## src/hdl/prq_pkg.sv

```systemverilog
// ----------------------------------------------------------------------------
// prq_pkg: shared definitions of the priority run queue scheduler
// Widths, default sizes, operation and status codes and the sequencer states.
// ----------------------------------------------------------------------------
package prq_pkg;

   // Default sizes of the queue and of a priority value.
   localparam int MAX_TASKS_DEF = 32;
   localparam int PRIO_BITS_DEF = 8;

   // Task identifiers, the runnable counter and the width of the input priority.
   localparam int ID_W      = 5;
   localparam int NUM_IDS   = 32;
   localparam int COUNT_W   = 6;
   localparam int IN_PRIO_W = 8;

   // Value of a front mark that asks for insertion ahead of equal priorities.
   localparam logic FRONT_MARK_SET = 1'b1;

   typedef enum logic [1:0] {
      OP_ENQUEUE = 2'd0,
      OP_PICK    = 2'd1,
      OP_TICK    = 2'd2,
      OP_STEAL   = 2'd3
   } op_type;

   typedef enum logic [1:0] {
      STAT_DONE    = 2'd0,
      STAT_IGNORED = 2'd1,
      STAT_FULL    = 2'd2
   } status_type;

   typedef enum logic [2:0] {
      S_IDLE,
      S_ENQ_SCAN,
      S_ENQ_CMP,
      S_PICK_HEAD,
      S_SHIFT_RD,
      S_SHIFT_WR,
      S_STEAL
   } state_type;

endpackage

```

## src/hdl/priority_run_queue_scheduler_core.sv

```systemverilog
// ----------------------------------------------------------------------------
// priority_run_queue_scheduler_core: sorted run queue of a single CPU
// Keeps queued tasks sorted by priority in a single-port memory and serves
// enqueue, pick, tick and steal operations under a small sequencer.
// ----------------------------------------------------------------------------
// An item is taken when start is high and busy is low, and its one result is
// shown for exactly one cycle with rsp_strobe high; the receiver cannot stall
// it, so it must sample the result in that cycle. Tick, an enqueue that is
// ignored or dropped, and a pick or steal on an empty queue never raise busy:
// the result appears in the cycle after the item is taken. A steal keeps
// busy high for one cycle. An enqueue keeps busy high while the queued
// entries that must stand behind the new task move one place back to make
// room, and a pick while the remaining entries move one place forward. The
// queue memory reads one entry per cycle with registered read data, and each
// moved entry is first read and then written back in its new place.
// The memory needs no clearing after reset; busy is low from the first cycle.
// The preemption enable is written through csr_we and csr_wdata and resets to
// one. The user must write it only while the block is idle; the block itself
// does not enforce this.
// ----------------------------------------------------------------------------
module priority_run_queue_scheduler_core #(
   parameter int MAX_TASKS = prq_pkg::MAX_TASKS_DEF,
   parameter int PRIO_BITS = prq_pkg::PRIO_BITS_DEF
) (
   input  logic                         clock,
   input  logic                         reset,

   input  logic                         start,
   output logic                         busy,
   input  logic [1:0]                   req_opcode,
   input  logic [prq_pkg::ID_W-1:0]     req_task_id,
   input  logic [prq_pkg::IN_PRIO_W-1:0] req_task_prio,
   input  logic                         req_task_is_idle,
   input  logic                         req_was_runnable,
   input  logic                         req_last_tick,

   output logic                         rsp_strobe,
   output logic [prq_pkg::ID_W-1:0]     rsp_out_task_id,
   output logic                         rsp_out_valid,
   output logic                         rsp_resched_request,
   output logic [prq_pkg::COUNT_W-1:0]  rsp_runnable_count,
   output logic [1:0]                   rsp_status,

   input  logic                         csr_we,
   input  logic                         csr_wdata
);

   localparam int IDX_W   = (MAX_TASKS > 1) ? $clog2(MAX_TASKS) : 1;
   localparam int CNT_W   = $clog2(MAX_TASKS + 1);
   localparam int ENTRY_W = prq_pkg::ID_W + PRIO_BITS;
   localparam int ID_W    = prq_pkg::ID_W;
   localparam int NUM_IDS = prq_pkg::NUM_IDS;
   localparam int COUNT_W = prq_pkg::COUNT_W;

   // Queue memory: each entry holds the task id above its priority.
   logic [ENTRY_W-1:0] queue_mem [MAX_TASKS];
   logic [ENTRY_W-1:0] rd_data_ff;
   logic [IDX_W-1:0]   rd_addr;
   logic               mem_we;
   logic [IDX_W-1:0]   mem_waddr;
   logic [ENTRY_W-1:0] mem_wdata;

   // Control state.
   prq_pkg::state_type      state_ff, state_in;
   logic [CNT_W-1:0]        len_ff, len_in;
   logic [NUM_IDS-1:0]      queued_ff, queued_in;
   logic [NUM_IDS-1:0]      front_ff, front_in;
   logic [ID_W-1:0]         cur_id_ff, cur_id_in;
   logic [PRIO_BITS-1:0]    cur_prio_ff, cur_prio_in;
   logic                    cur_idle_ff, cur_idle_in;
   logic [COUNT_W-1:0]      count_ff, count_in;
   logic                    resched_ff, resched_in;
   logic                    preempt_ff, preempt_in;
   logic                    rsp_strobe_ff, rsp_strobe_in;

   // Item and result registers.
   logic [CNT_W-1:0]        ptr_ff, ptr_in;
   logic [ID_W-1:0]         id_ff, id_in;
   logic [PRIO_BITS-1:0]    prio_ff, prio_in;
   logic                    was_run_ff, was_run_in;
   logic                    front_sel_ff, front_sel_in;
   logic [ID_W-1:0]         rsp_id_ff, rsp_id_in;
   logic                    rsp_valid_ff, rsp_valid_in;
   prq_pkg::status_type     rsp_status_ff, rsp_status_in;

   logic                    enq_done;
   logic [CNT_W-1:0]        len_m1;
   logic [CNT_W-1:0]        ptr_m1;
   logic [ID_W-1:0]         rd_id;
   logic [PRIO_BITS-1:0]    rd_prio;
   logic                    move_back;

   assign len_m1  = len_ff - CNT_W'(1);
   assign ptr_m1  = ptr_ff - CNT_W'(1);
   assign rd_id   = rd_data_ff[ENTRY_W-1 -: ID_W];
   assign rd_prio = rd_data_ff[PRIO_BITS-1:0];

   // An entry moves back when the new task must stand ahead of it. With the
   // front mark set, the new task also goes ahead of equal priorities.
   assign move_back = front_sel_ff ? (rd_prio >= prio_ff) : (rd_prio > prio_ff);

   always_ff @(posedge clock) begin
      if (mem_we) begin
         queue_mem[mem_waddr] <= mem_wdata;
      end
      rd_data_ff <= queue_mem[rd_addr];
   end

   always_ff @(posedge clock) begin
      if (reset) begin
         state_ff      <= prq_pkg::S_IDLE;
         len_ff        <= '0;
         queued_ff     <= '0;
         front_ff      <= '0;
         cur_id_ff     <= '0;
         cur_prio_ff   <= '0;
         cur_idle_ff   <= 1'b1;
         count_ff      <= '0;
         resched_ff    <= 1'b0;
         preempt_ff    <= 1'b1;
         rsp_strobe_ff <= 1'b0;
      end else begin
         state_ff      <= state_in;
         len_ff        <= len_in;
         queued_ff     <= queued_in;
         front_ff      <= front_in;
         cur_id_ff     <= cur_id_in;
         cur_prio_ff   <= cur_prio_in;
         cur_idle_ff   <= cur_idle_in;
         count_ff      <= count_in;
         resched_ff    <= resched_in;
         preempt_ff    <= preempt_in;
         rsp_strobe_ff <= rsp_strobe_in;
      end
   end

   always_ff @(posedge clock) begin
      ptr_ff        <= ptr_in;
      id_ff         <= id_in;
      prio_ff       <= prio_in;
      was_run_ff    <= was_run_in;
      front_sel_ff  <= front_sel_in;
      rsp_id_ff     <= rsp_id_in;
      rsp_valid_ff  <= rsp_valid_in;
      rsp_status_ff <= rsp_status_in;
   end

   always_comb begin
      state_in      = state_ff;
      len_in        = len_ff;
      queued_in     = queued_ff;
      front_in      = front_ff;
      cur_id_in     = cur_id_ff;
      cur_prio_in   = cur_prio_ff;
      cur_idle_in   = cur_idle_ff;
      count_in      = count_ff;
      resched_in    = resched_ff;
      preempt_in    = csr_we ? csr_wdata : preempt_ff;
      ptr_in        = ptr_ff;
      id_in         = id_ff;
      prio_in       = prio_ff;
      was_run_in    = was_run_ff;
      front_sel_in  = front_sel_ff;
      rsp_strobe_in = 1'b0;
      rsp_id_in     = '0;
      rsp_valid_in  = 1'b0;
      rsp_status_in = prq_pkg::STAT_DONE;
      rd_addr       = '0;
      mem_we        = 1'b0;
      mem_waddr     = '0;
      mem_wdata     = rd_data_ff;
      enq_done      = 1'b0;

      case (state_ff)
         prq_pkg::S_IDLE: begin
            // Prefetch the tail for a steal; a pick wants the head at address 0.
            if (req_opcode != prq_pkg::OP_PICK && len_ff != '0) begin
               rd_addr = len_m1[IDX_W-1:0];
            end
            if (start) begin
               id_in      = req_task_id;
               prio_in    = PRIO_BITS'(req_task_prio);
               was_run_in = req_was_runnable;
               case (prq_pkg::op_type'(req_opcode))
                  prq_pkg::OP_ENQUEUE: begin
                     if (queued_ff[req_task_id] || req_task_is_idle) begin
                        rsp_strobe_in = 1'b1;
                        rsp_status_in = prq_pkg::STAT_IGNORED;
                     end else if (len_ff == CNT_W'(MAX_TASKS)) begin
                        rsp_strobe_in = 1'b1;
                        rsp_status_in = prq_pkg::STAT_FULL;
                     end else begin
                        front_sel_in          = front_ff[req_task_id];
                        front_in[req_task_id] = 1'b0;
                        ptr_in                = len_ff;
                        state_in              = prq_pkg::S_ENQ_SCAN;
                     end
                  end
                  prq_pkg::OP_PICK: begin
                     if (len_ff == '0) begin
                        cur_id_in     = '0;
                        cur_prio_in   = '0;
                        cur_idle_in   = 1'b1;
                        resched_in    = 1'b0;
                        rsp_strobe_in = 1'b1;
                     end else begin
                        state_in = prq_pkg::S_PICK_HEAD;
                     end
                  end
                  prq_pkg::OP_TICK: begin
                     if (!cur_idle_ff && req_last_tick && count_ff != '0) begin
                        count_in = count_ff - COUNT_W'(1);
                     end
                     rsp_strobe_in = 1'b1;
                  end
                  prq_pkg::OP_STEAL: begin
                     if (len_ff == '0) begin
                        rsp_strobe_in = 1'b1;
                     end else begin
                        state_in = prq_pkg::S_STEAL;
                     end
                  end
                  default: begin
                     rsp_strobe_in = 1'b1;
                  end
               endcase
            end
         end
         prq_pkg::S_ENQ_SCAN: begin
            if (ptr_ff == '0) begin
               enq_done = 1'b1;
            end else begin
               rd_addr  = ptr_m1[IDX_W-1:0];
               state_in = prq_pkg::S_ENQ_CMP;
            end
         end
         prq_pkg::S_ENQ_CMP: begin
            if (move_back) begin
               mem_we    = 1'b1;
               mem_waddr = ptr_ff[IDX_W-1:0];
               mem_wdata = rd_data_ff;
               ptr_in    = ptr_m1;
               state_in  = prq_pkg::S_ENQ_SCAN;
            end else begin
               enq_done = 1'b1;
            end
         end
         prq_pkg::S_PICK_HEAD: begin
            cur_id_in        = rd_id;
            cur_prio_in      = rd_prio;
            cur_idle_in      = 1'b0;
            queued_in[rd_id] = 1'b0;
            id_in            = rd_id;
            ptr_in           = CNT_W'(1);
            state_in         = prq_pkg::S_SHIFT_RD;
         end
         prq_pkg::S_SHIFT_RD: begin
            if (ptr_ff >= len_ff) begin
               len_in        = len_m1;
               resched_in    = 1'b0;
               rsp_strobe_in = 1'b1;
               rsp_id_in     = id_ff;
               rsp_valid_in  = 1'b1;
               state_in      = prq_pkg::S_IDLE;
            end else begin
               rd_addr  = ptr_ff[IDX_W-1:0];
               state_in = prq_pkg::S_SHIFT_WR;
            end
         end
         prq_pkg::S_SHIFT_WR: begin
            mem_we    = 1'b1;
            mem_waddr = ptr_m1[IDX_W-1:0];
            mem_wdata = rd_data_ff;
            ptr_in    = ptr_ff + CNT_W'(1);
            state_in  = prq_pkg::S_SHIFT_RD;
         end
         prq_pkg::S_STEAL: begin
            len_in           = len_m1;
            queued_in[rd_id] = 1'b0;
            if (count_ff != '0) begin
               count_in = count_ff - COUNT_W'(1);
            end
            rsp_strobe_in = 1'b1;
            rsp_id_in     = rd_id;
            rsp_valid_in  = 1'b1;
            state_in      = prq_pkg::S_IDLE;
         end
         default: begin
            state_in = prq_pkg::S_IDLE;
         end
      endcase

      // Place the new task in the hole left by the entries moved back.
      if (enq_done) begin
         mem_we           = 1'b1;
         mem_waddr        = ptr_ff[IDX_W-1:0];
         mem_wdata        = {id_ff, prio_ff};
         len_in           = len_ff + CNT_W'(1);
         queued_in[id_ff] = 1'b1;
         if (!was_run_ff) begin
            if (count_ff != '1) begin
               count_in = count_ff + COUNT_W'(1);
            end
            // A more urgent wakeup preempts a running task, which then goes
            // back ahead of its equals on its next enqueue.
            if (preempt_ff && !cur_idle_ff && prio_ff < cur_prio_ff) begin
               resched_in          = 1'b1;
               front_in[cur_id_ff] = prq_pkg::FRONT_MARK_SET;
            end
         end
         rsp_strobe_in = 1'b1;
         state_in      = prq_pkg::S_IDLE;
      end
   end

   assign busy                = (state_ff != prq_pkg::S_IDLE);
   assign rsp_strobe          = rsp_strobe_ff;
   assign rsp_out_task_id     = rsp_id_ff;
   assign rsp_out_valid       = rsp_valid_ff;
   assign rsp_resched_request = resched_ff;
   assign rsp_runnable_count  = count_ff;
   assign rsp_status          = rsp_status_ff;

`ifndef SYNTHESIS
   // Between items every queued task has its mark set, and no other task
   // does. A pick clears the head's mark before it shortens the queue.
   a_marks_match_len: assert property (@(posedge clock) disable iff (reset)
      (state_ff == prq_pkg::S_IDLE) |-> ($countones(queued_ff) == int'(len_ff)))
      else $error("queued marks disagree with queue length");

   a_len_bound: assert property (@(posedge clock) disable iff (reset)
      len_ff <= CNT_W'(MAX_TASKS))
      else $error("queue length beyond capacity");

   // A result is only shown once the sequencer is back at rest.
   a_rsp_when_idle: assert property (@(posedge clock) disable iff (reset)
      rsp_strobe_ff |-> state_ff == prq_pkg::S_IDLE)
      else $error("result shown while busy");

   // An accepted item either starts work or answers at once.
   a_accept_progress: assert property (@(posedge clock) disable iff (reset)
      (start && !busy) |=> (busy || rsp_strobe))
      else $error("accepted item produced neither work nor a result");
`endif

endmodule

```

## config.mk

```make
export PLATFORM = sky130hd
export DESIGN_NAME = priority_run_queue_scheduler_core
export DESIGN_NICKNAME = d
export VERILOG_FILES = /design/src/hdl/prq_pkg.sv /design/src/hdl/priority_run_queue_scheduler_core.sv
export SDC_FILE = /design/constraint.sdc
export NUM_CORES = 1
export LEC_CHECK = 0
export BUFFER_PORTS_ARGS = -buffer_cell sky130_fd_sc_hd__buf_2
export CAP_MARGIN = 20
export CORE_MARGIN = 2
export CORE_UTILIZATION = 57
export DETAILED_ROUTE_END_ITERATION = 12
export GPL_ROUTABILITY_DRIVEN = 0
export GPL_TIMING_DRIVEN = 0
export PLACE_DENSITY = 0.73
export SETUP_SLACK_MARGIN = 0.05
export SYNTH_ARGS = -nofsm -noshare
export SYNTH_HDL_FRONTEND = slang
export SYNTH_SLANG_ARGS = --single-unit
```

## constraint.sdc

```tcl
create_clock -name clock -period 4.6 [get_ports clock]
set_input_delay 0.69 -clock clock [delete_from_list [all_inputs] [get_ports clock]]
set_output_delay 0.69 -clock clock [all_outputs]
set_load 0.03 [all_outputs]
```

### Yosys cells after proc, flatten, opt, wreduce, memory -nomap -nowiden

Memories as Yosys holds them, arrays and structs flattened. A register that Yosys moved wholly into a read port is not among the register bits.
Index checks and enable logic that the tools add are counted.

* register bits after elaboration: 125
* RAM bits: 416
* input port bits: 23
* output and inout port bits: 17
* logic and storage cells: 211
* memories: 1

Memories
* queue_mem: depth 32, bits a word 13, rd ports 1, clocked after memory_dff 1, wr ports 1, RTL line priority_run_queue_scheduler_core.sv:56 `logic [ENTRY_W-1:0] queue_mem [MAX_TASKS];`

* add/sub/neg operators: 6
* $lt $le $gt $ge: 12
* equality and inequality tests: 26
* muxes and demuxes: 101
* bitwise operators: 11
* reductions and logical operators: 34

Operator list (count)
* 2-to-1 mux 32 bit: 10
* 2-to-1 mux 6 bit: 14
* AND 32 bit: 2
* inverter 32 bit: 2
* OR 32 bit: 2
* 2-to-1 mux 5 bit: 10
* one-hot mux 5 bit (2 select lines): 4
* 2-to-1 mux 1 bit: 30
* less-than comparator 5 x 6 -> 1 bit (second input constant): 4
* 2-to-1 mux 3 bit: 8
* 2-to-1 mux 8 bit: 3
* one-hot mux 6 bit (2 select lines): 2
* one-hot mux 6 bit (4 select lines): 1
* demux 1 bit (select 5 bit): 4
* >= comparator 5 x 1 -> 1 bit (second input constant): 4
* adder 6 x 1 -> 6 bit (second input constant): 3
* subtractor 6 x 1 -> 6 bit (second input constant): 3
* one-hot mux 8 bit (2 select lines): 1
* inequality test 3 bit (second input constant): 5
* one-hot mux 3 bit (5 select lines): 1
* one-hot mux 5 bit (3 select lines): 1
* 2-to-1 mux 13 bit: 1
* logical NOT 6 bit: 2
* inequality test 2 bit (second input constant): 6
* 36 further kinds: 67

### Depth between registers and ports, before layout

* depth in word-level cells: 15
* gate-level depth with buffers: 14
* mapped depth without buffers: 12

### Worst setup path after synthesis

OpenSTA, ideal clock, no wires.

* kind: reg2reg
* start: reg ptr_ff[0]
* end: mem queue_mem[0][0] (netlist bit) (data pin)
* setup time: 0.454 ns
* arrival time: 3.350 ns
* data required time: 4.146 ns
* slack: 0.796 ns
* stages on the path, launching flop included: 11
* path buffers: 3
* clock period less this slack: 3.804 ns
* cells stage by stage: edfxtp_1 > clkbuf_1 > inv_1 > ha_1 > nand2b_1 > nor4_1 > nor2_1 > a21oi_1 > clkbuf_1 > clkbuf_1 > o21ai_0

* longest elaborated chain between the ends: 4

RTL lines
* from (decl): RTL line priority_run_queue_scheduler_core.sv:77 `logic [CNT_W-1:0] ptr_ff, ptr_in;`
* from (signal assigned): RTL line priority_run_queue_scheduler_core.sv:138 `ptr_ff <= ptr_in;`
* logical NOT 6 bit: RTL line priority_run_queue_scheduler_core.sv:230 `if (ptr_ff == '0) begin`
* 2-to-1 mux 1 bit: RTL line priority_run_queue_scheduler_core.sv:230
* one-hot mux 1 bit (2 select lines): RTL line priority_run_queue_scheduler_core.sv:174 `case (state_ff)`
* 2-to-1 mux 13 bit: RTL line priority_run_queue_scheduler_core.sv:294 `if (enq_done) begin`
* via mem_wdata[0]: RTL line priority_run_queue_scheduler_core.sv:61 `logic [ENTRY_W-1:0] mem_wdata;`
* to (decl): RTL line priority_run_queue_scheduler_core.sv:56

The timed path passes the listed nets, and every way through them passes these cells.

### Worst setup path after layout

* start: reg ptr_ff[0]
* end: reg rd_data_ff[4] (read register of queue_mem)

* longest elaborated chain between the ends: 3
* elaborated cells between the ends (all ways): 6
* classes of those cells: add/sub (1); order compare (1); mux (3); reduce/logical (1)

RTL lines
* subtractor 6 x 1 -> 6 bit, or another cell as far along: RTL line priority_run_queue_scheduler_core.sv:94 `assign ptr_m1 = ptr_ff - CNT_W'(1);`
* 2-to-1 mux 5 bit (on tied branches): RTL line priority_run_queue_scheduler_core.sv:230, priority_run_queue_scheduler_core.sv:258
* one-hot mux 5 bit (3 select lines) *: RTL line priority_run_queue_scheduler_core.sv:174
* to (decl): RTL line priority_run_queue_scheduler_core.sv:57 `logic [ENTRY_W-1:0] rd_data_ff;`

Mark *: on every way between the ends. The rest lies on a longest branch, timed or not.
A chain may end at the register's enable or synchronous reset.

==> summary.md <==
| Metric | Value |
|---|---|
| Sequential element share of the synthesized area | 65.1% |
| Clk sinks | 554 |
| Commonest non-fill, non-tap cells in the layout | 437 x edfxtp_1, 357 x nand2_1, 139 x nand3_1 |
| Leakage | roughly 9.4 nW |
| Yosys warns | 0 |
| Final setup fails | 0 |
| Initial antenna violation count | 0 |
| Setup WS pre-CTS | -232 ps |
| CTS tree | done |
| CTS Buf Count | 55 |
| Cells after Synth | 1971 |
| Clock tree buffer depth | 3 |
| Worst-skew pair later-pin latency | ~620 ps |
| Max-slew headroom | ~20% |
| Power Density | 490 nW/um^2 |
| FP Rows | 74 |
| Min setup slack post-route | approximately 180 ps |
| Period utilization | between 90% and 100% |
| Die Area | 43300 um^2 |
| Worst Tran Pin Value | 1210 ps |
| Final Cell Area | 26800 um^2 |
| Final slew viol count | 0 |
| Global-route usage over all layers | 28.9% |
| Cell-by-cell trace of the critical path | clkbuf_2 > inv_1 > ha_1 > nand2b_1 > o21ai_1 > o22a_1 > nand2_1 > buf_2 > nor2_1 > clkbuf_2 > a31oi_1 > o211ai_1 > o2111ai_1 |
| CP most frequent cell | clkbuf_2 |
| Horiz. Die Dim | between 200 and 250 um |
| Ys async rst share | 0% |
| Post-Route WL | 63300 um |
| First-pass GRT wire length | about 95000 um |
| Ant diodes | 0 |
| Unique masters post-synth | between 60 and 70 |
| Largest net degree at the start of global routing | 33 |
| Setup TNS Final | 0 ps |
| Routed length per placed instance | 23.7 um |
| Clock Skew | between 20 and 30 ps |
| CP max stage delay | about 490 ps |
| First-pass iteration count of the detailed router | 6 |
| Worst setup SP type | flip-flop |
| Number of global-route vias before repair | approximately 16000 |
| Number of synthesized register bits | between 500 and 600 |
| Worst-path clk slew | 60 ps |
| Max Freq | between 0.2 and 0.25 GHz |
| Worst reg2reg path depth | 13 |
| RSZ-0062 raised after global routing | false |
| Post-CTS Setup Repair Bufs | 0 |
| Dpl hpwl | 42700 um |
| Gates resized, CTS repair | 11 |
| Netlist Area Pre-Place | 23800 um^2 |
| Placed standard-cell area | 24800 um^2 |
| Vias | 16900 |
| Hold depth | 1 |
| Hold buffers post-CTS | 0 |
| DRC Markers | 0 |
| Peak supply drop | 449 uV |
| DP Cell Count | roughly 2600 |
| Count of input and output buffers | 34 |
| Final hold violations | 0 |
| Die Span Y | about 210 um |
| Hold Crit Class | in2reg |
| Post-DRT Antenna Nets | 0 |
| Maxcap violations | 0 |
| Crit. End Element | flip-flop |
| Layout cells sized above 1 | about a tenth |
| Initial Util | between 50 and 60% |
| Post-Syn Nets | slightly above 2000 |
| EDFF count, synth | between 400 and 500 |
| Core area | 41000 um^2 |
| Syn-to-layout area delta | 12.8% |
| Vias per cell | 6.31 |
| 1st-iter DRT viols | 2202 |
| Commonest non-fill, non-tap cell in the layout | edfxtp_1 |
| Critical path peak fanout | 10 |
| Syn_area_per_cell | 12.1 um^2 |
| # IOs | 40 |
| Max H-tree Level | 2 |
| CP Class | reg2reg |
| Clock Tree Root | clkbuf_16 |
| Post-layout net count | approximately 2100 |
| Final min period | 4420 ps |
| Result of the run | finished clean |
| Worst EP arrival | between 4000 and 5000 ps |
| Finished Layout Cells | ~2700 |
| Critical Path RT | ~5000 ps |
| Most used DFF post-synth | edfxtp_1 |
| Pwr Total | ~13 mW |
| CP max stage cell | edfxtp_1 |
| Congestion Overflow GR | 0 |
## worst paths after layout
kind                              to                     from  slack, ps
max            rd_data_ff[4]$_DFF_P_      ptr_ff[0]$_DFFE_PP_        180
min             prio_ff[7]$_DFFE_PP_         req_task_prio[7]        260
max reg2reg    rd_data_ff[4]$_DFF_P_      ptr_ff[0]$_DFFE_PP_        180
min reg2reg  front_ff[13]$_SDFF_PP0_  front_ff[13]$_SDFF_PP0_        470
## metal layers
metal  global-route usage (%)  vias up  routed length [um]
li1                         -     7541                   -
met1                     37.9     8110               24600
met2                     46.5     1052               29300
met3                     5.06      170                6090
met4                     15.1        0                3360
met5                        0        -                   0
## critical path, delay by kind of cell, from the launching register on
| kind | cells | cell delay [ps] |
|---|---|---|
| adders and majority gates | 1 | 320 |
| DFF | 1 | 490 |
| AOI/OAI and AO/OA | 5 | 1580 |
| buffers and inverters | 4 | 1020 |
| and+or+nand+nor | 3 | 770 |
## metrics by stage
stage                     utilization [%]  hold WS [ps]
after detailed placement             60.4           459
final                                65.3           263
after global placement               60.0           450
after CTS                            65.0           239
after global routing                 65.3           245
after floorplan                         -           439
## area by class of cell
cell class | count | area (um^2)
Buffer | 120 | 492
Clock buffer | 70 | 1550
Clock inverter | 31 | 292
Fill cell | 3004 | 14200
Inverter | 43 | 161
Multi-Input combinational cell | 1254 | 7700
Sequential cell | 554 | 15500
Tap cell | 532 | 666
Timing Repair Buffer | 68 | 473
## where the power goes
group | switching, mW | total, mW | internal [mW]
sequential | 0.0737 | 6.19 | 6.12
combinational | 1.83 | 2.42 | 0.584
clock | 1.92 | 4.53 | 2.61
total | 3.83 | 13.1 | 9.31
## synth_stat cells (14+ instances only)
cell type,n,share of area (%)
nor2_1,101,1.6
ha_1,29,1.5
clkbuf_1,93,1.5
o2111ai_1,14,0.52
nand3_1,139,2.9
o21ai_0,122,2.6
a21oi_1,77,1.6
a32oi_1,27,1.0
dfxtp_1,117,9.9
nand2_1,357,5.6
mux2i_1,118,5.0
buf_2,20,0.42
edfxtp_1,437,55
a31oi_1,28,0.74
inv_1,42,0.66
o211ai_1,17,0.54
## registers in the layout, indices dropped and copies added (netlist names), 2 cells and up
| register | flops |
|---|---|
| cur_id_ff | 5 |
| cur_prio_ff | 8 |
| front_ff | 32 |
| id_ff | 5 |
| len_ff | 6 |
| prio_ff | 8 |
| ptr_ff | 6 |
| queue_mem | 416 |
| queued_ff | 32 |
| rd_data_ff | 13 |
| rsp_out_task_id | 5 |
| rsp_runnable_count | 6 |
| rsp_status | 2 |
| state_ff | 3 |
## cell families (layout without fill, tap and decap cells)
kind of cell    Yosys count  after routing  synth area share [%]
mux                     150            150                  7.55
flops                   554            554                  65.1
fa+ha+maj                29             29                  1.53
compound gates          364            364                  9.59
xor+xnor                 16             16                 0.590
buf+inv                 163            332                  2.71
simple gates            695            695                  12.9
Note: power is estimated with default switching activity, not from simulation.
